===== config.mk =====
export PLATFORM = sky130hd
export DESIGN_NAME = linear_key_value_table
export DESIGN_NICKNAME = d
export VERILOG_FILES = /design/src/lkv_pkg.sv /design/src/linear_key_value_table.sv /design/src/lkv_cell.sv /design/src/lkv_chain.sv
export SDC_FILE = /design/constraint.sdc
export NUM_CORES = 2
export LEC_CHECK = 0
export CORE_ASPECT_RATIO = 1.25
export CORE_MARGIN = 3
export CORE_UTILIZATION = 35
export DETAILED_ROUTE_END_ITERATION = 8
export DONT_BUFFER_PORTS = 1
export PLACE_DENSITY = 0.61
export SYNTH_ARGS = -nofsm -noshare
export SYNTH_HDL_FRONTEND = slang
export SYNTH_SLANG_ARGS = --single-unit

===== constraint.sdc =====
create_clock -name clock -period 11.7 [get_ports clock]
set_input_delay 1.17 -clock clock [delete_from_list [all_inputs] [get_ports clock]]
set_output_delay 1.17 -clock clock [all_outputs]
set_load 0.005 [all_outputs]

===== src/lkv_pkg.sv =====
// Shared types and constants for the linear key/value table.
// Used by lkv_cell, lkv_chain and linear_key_value_table; depends on nothing.
package lkv_pkg;

   localparam int TABLE_DEPTH = 16;
   localparam int KEY_W       = 32;
   localparam int VAL_W       = 32;
   localparam int TYPE_W      = 2;
   localparam int COUNT_OUT_W = 5;

   typedef enum logic [TYPE_W-1:0] {
      REQ_PUT    = 2'd0,
      REQ_GET    = 2'd1,
      REQ_REMOVE = 2'd2,
      REQ_UNUSED = 2'd3
   } req_kind_type;

   typedef enum logic [1:0] {
      ST_IDLE,
      ST_SCAN,
      ST_HOLD
   } state_type;

   // Broadcast control from the controller to every cell of the chain.
   typedef struct packed {
      logic             start;
      logic             search;
      logic             remove;
      logic             put;
      logic [KEY_W-1:0] key;
      logic [VAL_W-1:0] value;
   } lkv_ctl_type;

endpackage


===== src/linear_key_value_table.sv =====
// Linear key/value table: insertion-ordered, duplicates allowed, bounded depth.
// Put and the unused code go straight to the hold state; get and remove first let
// a token walk the cell chain one slot per cycle. The result is loaded in the hold
// state once the output is free, and the next item is accepted only back in idle.
// Reset clears the entry count and control state; stored entries are not cleared.
// Depends on lkv_pkg and lkv_chain.
module linear_key_value_table #(
   parameter int TABLE_DEPTH = lkv_pkg::TABLE_DEPTH
) (
   input  logic                                  clock,
   input  logic                                  reset,
   input  logic                                  req_valid,
   output logic                                  req_ready,
   input  logic [lkv_pkg::TYPE_W-1:0]            req_type,
   input  logic signed [lkv_pkg::KEY_W-1:0]      req_key,
   input  logic signed [lkv_pkg::VAL_W-1:0]      req_value,
   output logic                                  rsp_valid,
   input  logic                                  rsp_ready,
   output logic signed [lkv_pkg::VAL_W-1:0]      rsp_read_value,
   output logic                                  rsp_hit,
   output logic                                  rsp_status,
   output logic [lkv_pkg::COUNT_OUT_W-1:0]       rsp_entry_count
);

   localparam int CW = $clog2(TABLE_DEPTH + 1);

   lkv_pkg::state_type         state_ff;
   lkv_pkg::state_type         state_in;
   lkv_pkg::req_kind_type      req_kind;
   lkv_pkg::req_kind_type      kind_ff;
   lkv_pkg::lkv_ctl_type       ctl;
   logic [lkv_pkg::KEY_W-1:0]  key_ff;
   logic                       first_ff;
   logic [CW-1:0]              count_ff;
   logic                       full;
   logic                       accept;
   logic                       scan_start;
   logic                       load;
   logic                       scan_done;
   logic                       scan_found;
   logic [lkv_pkg::VAL_W-1:0]  scan_value;
   logic [lkv_pkg::VAL_W-1:0]  pend_value_ff;
   logic                       pend_hit_ff;
   logic                       pend_status_ff;
   logic                       rsp_valid_ff;
   logic [lkv_pkg::VAL_W-1:0]  rsp_value_ff;
   logic                       rsp_hit_ff;
   logic                       rsp_status_ff;
   logic [lkv_pkg::COUNT_OUT_W-1:0] rsp_count_ff;
   logic [CW+lkv_pkg::COUNT_OUT_W-1:0] count_ext;

   assign req_kind  = lkv_pkg::req_kind_type'(req_type);
   assign full      = count_ff == CW'(TABLE_DEPTH);
   assign accept    = req_valid & req_ready;
   assign count_ext = {{lkv_pkg::COUNT_OUT_W{1'b0}}, count_ff};

   // Next state.
   always_comb begin
      state_in = state_ff;
      unique case (state_ff)
         lkv_pkg::ST_IDLE: begin
            if (accept) begin
               if (req_kind == lkv_pkg::REQ_GET || req_kind == lkv_pkg::REQ_REMOVE) begin
                  state_in = lkv_pkg::ST_SCAN;
               end else begin
                  state_in = lkv_pkg::ST_HOLD;
               end
            end
         end
         lkv_pkg::ST_SCAN: begin
            if (scan_done) begin
               state_in = lkv_pkg::ST_HOLD;
            end
         end
         lkv_pkg::ST_HOLD: begin
            if (!rsp_valid_ff || rsp_ready) begin
               state_in = lkv_pkg::ST_IDLE;
            end
         end
         default: state_in = lkv_pkg::ST_IDLE;
      endcase
   end

   // State outputs.
   always_comb begin
      req_ready  = 1'b0;
      scan_start = 1'b0;
      load       = 1'b0;
      unique case (state_ff)
         lkv_pkg::ST_IDLE: req_ready  = 1'b1;
         lkv_pkg::ST_SCAN: scan_start = first_ff;
         lkv_pkg::ST_HOLD: load       = !rsp_valid_ff || rsp_ready;
         default: ;
      endcase
   end

   always_comb begin
      ctl.start  = scan_start;
      ctl.search = kind_ff == lkv_pkg::REQ_GET || kind_ff == lkv_pkg::REQ_REMOVE;
      ctl.remove = kind_ff == lkv_pkg::REQ_REMOVE;
      ctl.put    = accept && req_kind == lkv_pkg::REQ_PUT && !full;
      ctl.key    = (state_ff == lkv_pkg::ST_IDLE) ? $unsigned(req_key) : key_ff;
      ctl.value  = $unsigned(req_value);
   end

   lkv_chain #(
      .TABLE_DEPTH (TABLE_DEPTH),
      .CW          (CW)
   ) u_chain (
      .clock       (clock),
      .reset       (reset),
      .ctl         (ctl),
      .count       (count_ff),
      .done        (scan_done),
      .found       (scan_found),
      .found_value (scan_value)
   );

   always_ff @(posedge clock) begin
      if (reset) begin
         state_ff     <= lkv_pkg::ST_IDLE;
         first_ff     <= 1'b0;
         count_ff     <= '0;
         rsp_valid_ff <= 1'b0;
         kind_ff      <= lkv_pkg::REQ_UNUSED;
      end else begin
         state_ff <= state_in;
         first_ff <= accept;
         if (accept) begin
            kind_ff <= req_kind;
         end
         if (ctl.put) begin
            count_ff <= count_ff + CW'(1);
         end else if (state_ff == lkv_pkg::ST_SCAN && scan_done && ctl.remove && scan_found) begin
            count_ff <= count_ff - CW'(1);
         end
         if (load) begin
            rsp_valid_ff <= 1'b1;
         end else if (rsp_ready) begin
            rsp_valid_ff <= 1'b0;
         end
      end
   end

   always_ff @(posedge clock) begin
      if (accept) begin
         key_ff         <= $unsigned(req_key);
         pend_value_ff  <= '0;
         pend_hit_ff    <= 1'b0;
         pend_status_ff <= (req_kind == lkv_pkg::REQ_PUT) && full;
      end else if (state_ff == lkv_pkg::ST_SCAN && scan_done) begin
         pend_value_ff  <= (ctl.remove || !scan_found) ? '0 : scan_value;
         pend_hit_ff    <= scan_found;
         pend_status_ff <= 1'b0;
      end
      if (load) begin
         rsp_value_ff  <= pend_value_ff;
         rsp_hit_ff    <= pend_hit_ff;
         rsp_status_ff <= pend_status_ff;
         rsp_count_ff  <= count_ext[lkv_pkg::COUNT_OUT_W-1:0];
      end
   end

   assign rsp_valid       = rsp_valid_ff;
   assign rsp_read_value  = $signed(rsp_value_ff);
   assign rsp_hit         = rsp_hit_ff;
   assign rsp_status      = rsp_status_ff;
   assign rsp_entry_count = rsp_count_ff;

endmodule


===== src/lkv_cell.sv =====
// One slot of the table: a stored key/value pair plus the scan token stage.
// Depends on lkv_pkg.
module lkv_cell #(
   parameter int IDX = 0,
   parameter int CW  = 5
) (
   input  logic                        clock,
   input  logic                        reset,
   input  lkv_pkg::lkv_ctl_type        ctl,
   input  logic [CW-1:0]               count,
   input  logic                        tok_in,
   input  logic                        found_in,
   input  logic [lkv_pkg::VAL_W-1:0]   val_in,
   input  logic [lkv_pkg::KEY_W-1:0]   nb_key,
   input  logic [lkv_pkg::VAL_W-1:0]   nb_value,
   output logic                        tok_out,
   output logic                        found_out,
   output logic [lkv_pkg::VAL_W-1:0]   val_out,
   output logic [lkv_pkg::KEY_W-1:0]   key_out,
   output logic [lkv_pkg::VAL_W-1:0]   value_out
);

   logic                       tok_ff;
   logic                       found_ff;
   logic [lkv_pkg::VAL_W-1:0]  val_ff;
   logic [lkv_pkg::KEY_W-1:0]  key_ff;
   logic [lkv_pkg::VAL_W-1:0]  value_ff;
   logic                       occupied;
   logic                       match;
   logic                       shift;
   logic                       write;

   assign occupied = CW'(IDX) < count;
   // Only the first matching slot claims the item; later slots see found_in.
   assign match    = tok_in & ctl.search & ~found_in & occupied & (key_ff == ctl.key);
   // From the removed slot onward, each slot pulls in its upper neighbor
   // before the token reaches that neighbor.
   assign shift    = tok_in & ctl.remove & (found_in | match);
   assign write    = ctl.put & (count == CW'(IDX));

   always_ff @(posedge clock) begin
      if (reset) begin
         tok_ff <= 1'b0;
      end else begin
         tok_ff <= tok_in;
      end
   end

   always_ff @(posedge clock) begin
      found_ff <= found_in | match;
      val_ff   <= match ? value_ff : val_in;
      if (write) begin
         key_ff   <= ctl.key;
         value_ff <= ctl.value;
      end else if (shift) begin
         key_ff   <= nb_key;
         value_ff <= nb_value;
      end
   end

   assign tok_out   = tok_ff;
   assign found_out = found_ff;
   assign val_out   = val_ff;
   assign key_out   = key_ff;
   assign value_out = value_ff;

endmodule


===== src/lkv_chain.sv =====
// Row of lkv_cell slots; the scan token and its result ride from slot to slot.
// Depends on lkv_pkg and lkv_cell.
module lkv_chain #(
   parameter int TABLE_DEPTH = lkv_pkg::TABLE_DEPTH,
   parameter int CW          = $clog2(TABLE_DEPTH + 1)
) (
   input  logic                        clock,
   input  logic                        reset,
   input  lkv_pkg::lkv_ctl_type        ctl,
   input  logic [CW-1:0]               count,
   output logic                        done,
   output logic                        found,
   output logic [lkv_pkg::VAL_W-1:0]   found_value
);

   logic                       tok_q   [TABLE_DEPTH+1];
   logic                       found_q [TABLE_DEPTH+1];
   logic [lkv_pkg::VAL_W-1:0]  val_q   [TABLE_DEPTH+1];
   logic [lkv_pkg::KEY_W-1:0]  key_q   [TABLE_DEPTH+1];
   logic [lkv_pkg::VAL_W-1:0]  value_q [TABLE_DEPTH+1];

   assign tok_q[0]             = ctl.start;
   assign found_q[0]           = 1'b0;
   assign val_q[0]             = '0;
   // Nothing lies above the top slot; what it takes in on a remove is unused.
   assign key_q[TABLE_DEPTH]   = '0;
   assign value_q[TABLE_DEPTH] = '0;

   for (genvar i = 0; i < TABLE_DEPTH; i++) begin : g_cell
      lkv_cell #(
         .IDX (i),
         .CW  (CW)
      ) u_cell (
         .clock     (clock),
         .reset     (reset),
         .ctl       (ctl),
         .count     (count),
         .tok_in    (tok_q[i]),
         .found_in  (found_q[i]),
         .val_in    (val_q[i]),
         .nb_key    (key_q[i+1]),
         .nb_value  (value_q[i+1]),
         .tok_out   (tok_q[i+1]),
         .found_out (found_q[i+1]),
         .val_out   (val_q[i+1]),
         .key_out   (key_q[i]),
         .value_out (value_q[i])
      );
   end

   assign done        = tok_q[TABLE_DEPTH];
   assign found       = found_q[TABLE_DEPTH];
   assign found_value = val_q[TABLE_DEPTH];

endmodule


==> results.cfg <==
[outcome]
outcome = complete, no violations

[clocking]
cts_tree = done
cts.sinks = 1684
numCtsBuffers = 170
cts_hold_buf = 0
cts_setup_buffers = 0
cts-resized-gates = 0
clockBufferDepth = 3
cts_root_buffer = clkbuf_16
path_clk_slew_ns = 0.06
cts_max_level = 4
clk_latency_ns = 0.85

[place]
place.gp.congestion = 0.9779
hpwl_um = 158900
io_buffers = 0

[route]
via_count = 44670
drc_errors = 0
post_drt_wl_per_cell_um = 28.93
dr.pass1.iters = 6
wl_um = 237900
ant_nets = 0
viasPerCell = 5.431
drt_iter0_markers = 4442

[floorplanning]
start_util_pct = 35.25
dieHeight_um = 512.4
die_area_um2 = 210700
die_w_um = 411.1
ios = 111
coreArea_um2 = 203700
row_count = 185

[pwr]
p_per_area_nw_per_um2 = 157.0
totalPowerFinal_uw = 12620
total_leakage_power_uw = 0.02966
ir_worst_vdd_v = 0.0001646

[hold_path]
worstHoldPathType = input pin to register

[sta]
fin_worst_skew_ns = 0.06660
grt_setup_unrepaired = no
timing_hold_violations_final = 0
fmax_mhz = 157.9
max_slew_margin_pct = 13.66
fin_crit_sh_pct = 54.11
final_max_slew_viol_count = 0
period_needed_ns = 6.331
worst_slew_pin_slew_ns = 1.262
finalSetupTns_ns = 0
report.final.setup_viol = 0

[critical_path]
worst_setup_path_start_kind = register
critPathCaptureType = register
path_max_fanout = 48
cp.required_ns = 12.16
slowest_stage = a2111oi_0
path_cells = buf_4, or2_2, inv_4, buf_4, a21oi_1, a2111oi_0, nand3_1, nor4bb_1, or4b_1, a21oi_4, buf_4
crit_top_cell = buf_4
cpPeakStageDelay_ns = 1.10
worstSetupPathType = register to register
crit_arrival_ns = 6.79

[global_routing]
grt_pass1_wl_um = 334900
track_usage_pct = 22.04
first_global_vias = 43840
antenna_found_initial = 2
grt_overflow = 0
grt_max_degree = 77

[layout]
syn2layout_area_growth_pct = 11.97
nets = 5440
mostFrequentLayoutCell = edfxtp_1
final_cell_mix = edfxtp_1, mux2_2, dfxtp_1, o21ai_0, nand2_1
drive_gt1_share_pct = 25.57
final_core_util_pct = 39.47

[yosys]
synth-edff-count = 1096
syn_area_um2 = 71810
ys_async_sr_fraction_pct = 0
yosysWarnings = 0
synth_fp_nets = 5551
ys_ff_latch = 1684
synth_seq_area_share_pct = 62.22
synth_flop_cell = edfxtp_1
ys_types = 94
synth_cells = 5474
avgSynthCellArea_um2 = 13.12

[flow_run]
cap_violations = 0
layer usage:
metal / track usage [%] / vias up / part of all wire [%]
li1: - / 19670 / -
met1: 28.17 / 22830 / 41
met2: 35.83 / 1682 / 47
met3: 3.966 / 495 / 6.6
met4: 10.94 / 0 / 5.7
met5: 0 / - / 0
final cells by class:
class	count	area (um^2)
repair buffers	118	885.9
multi-input cells	3294	25330
clock inverters	84	945.9
diodes	3	7.507
inverters	95	359.1
flip-flops and latches	1684	44690
clock buffers	236	4793
well taps	2711	3392
fillers	19270	123300
flip-flops by register name (all words and copies together), names as in the netlist, 16 cells and up:
register and count:
pend_value_ff 32, rsp_read_value 32, u_chain.g_cell.u_cell.key_out 512, u_chain.g_cell.u_cell.value_out 512, u_chain.g_cell.u_cell.found_out 16, key_ff 32
u_chain.g_cell.u_cell.tok_out 16, u_chain.g_cell.u_cell.val_out 512
Yosys cell counts, drive strengths merged, types with 60 or more instances:
library cell | number | share of area [%]
nor4 | 84 | 0.78
nor2 | 138 | 0.73
xnor2 | 243 | 3.0
xor2 | 199 | 2.4
edfxtp | 1096 | 46
and2 | 95 | 0.83
nand4 | 60 | 0.53
nand2 | 477 | 2.5
a21oi | 145 | 1.0
mux2 | 961 | 15
inv | 95 | 0.50
dfxtp | 588 | 16
clkbuf | 233 | 1.2
o21ai | 487 | 3.4
buf | 168 | 1.3
per-stage QoR:
step                cell area [um^2]  hold WS, ns  worst slack (ns)  instances
floorplan                      71810       0.4003             3.493       5474
global placement               74660       0.4186             5.366       7902
detailed placement             74660       0.4144             5.340       7902
CTS                            80400       0.3347             5.316       8222
global route                   80400       0.3734             5.026       8222
finish                         80400       0.3973             5.369       8225
where the power goes:
group          internal (uW)  switching [uW]  total [uW]
sequential              6290            31.9        6320
combinational            204             524         728
clock                   3120            2460        5580
total                   9610            3010       12600
kinds of logic (layout without fill, tap and decap cells):
logic type | after synthesis | in the layout | share of synthesized area (%)
flops | 1684 | 1684 | 62.22
simple gates | 1053 | 1053 | 7.240
mux | 963 | 963 | 15.25
compound gates | 829 | 829 | 6.717
buf+inv | 496 | 533 | 3.056
xor+xnor | 442 | 442 | 5.391
fa+ha+maj | 7 | 7 | 0.1220
other cells | 0 | 3 | 0
critical path: cells and delay by family (launching register included):
| kind | cells | cell delay, ns |
|---|---|---|
| DFF | 1 | 0.31 |
| and+or+nand+nor | 4 | 1.59 |
| AOI/OAI and AO/OA | 3 | 1.97 |
| buffers and inverters | 4 | 1.89 |
final timing paths:
kind / to / from / slack [ns] / cells after the start
max: u_chain.g_cell[15].u_cell.key_out[23]$_SDFFCE_PN0P_ / state_ff[1]$_SDFFE_PP0P_ / 5.37 / 11
min: state_ff[0]$_SDFFE_PP0P_ / reset / 0.40 / 1
max reg2reg: u_chain.g_cell[15].u_cell.key_out[23]$_SDFFCE_PN0P_ / state_ff[1]$_SDFFE_PP0P_ / 5.37 / 11
min reg2reg: u_chain.g_cell[8].u_cell.val_out[25]$_DFF_P_ / u_chain.g_cell[7].u_cell.val_out[25]$_DFF_P_ / 0.40 / 1
No activity file was read; power rests on OpenSTA's default activity.
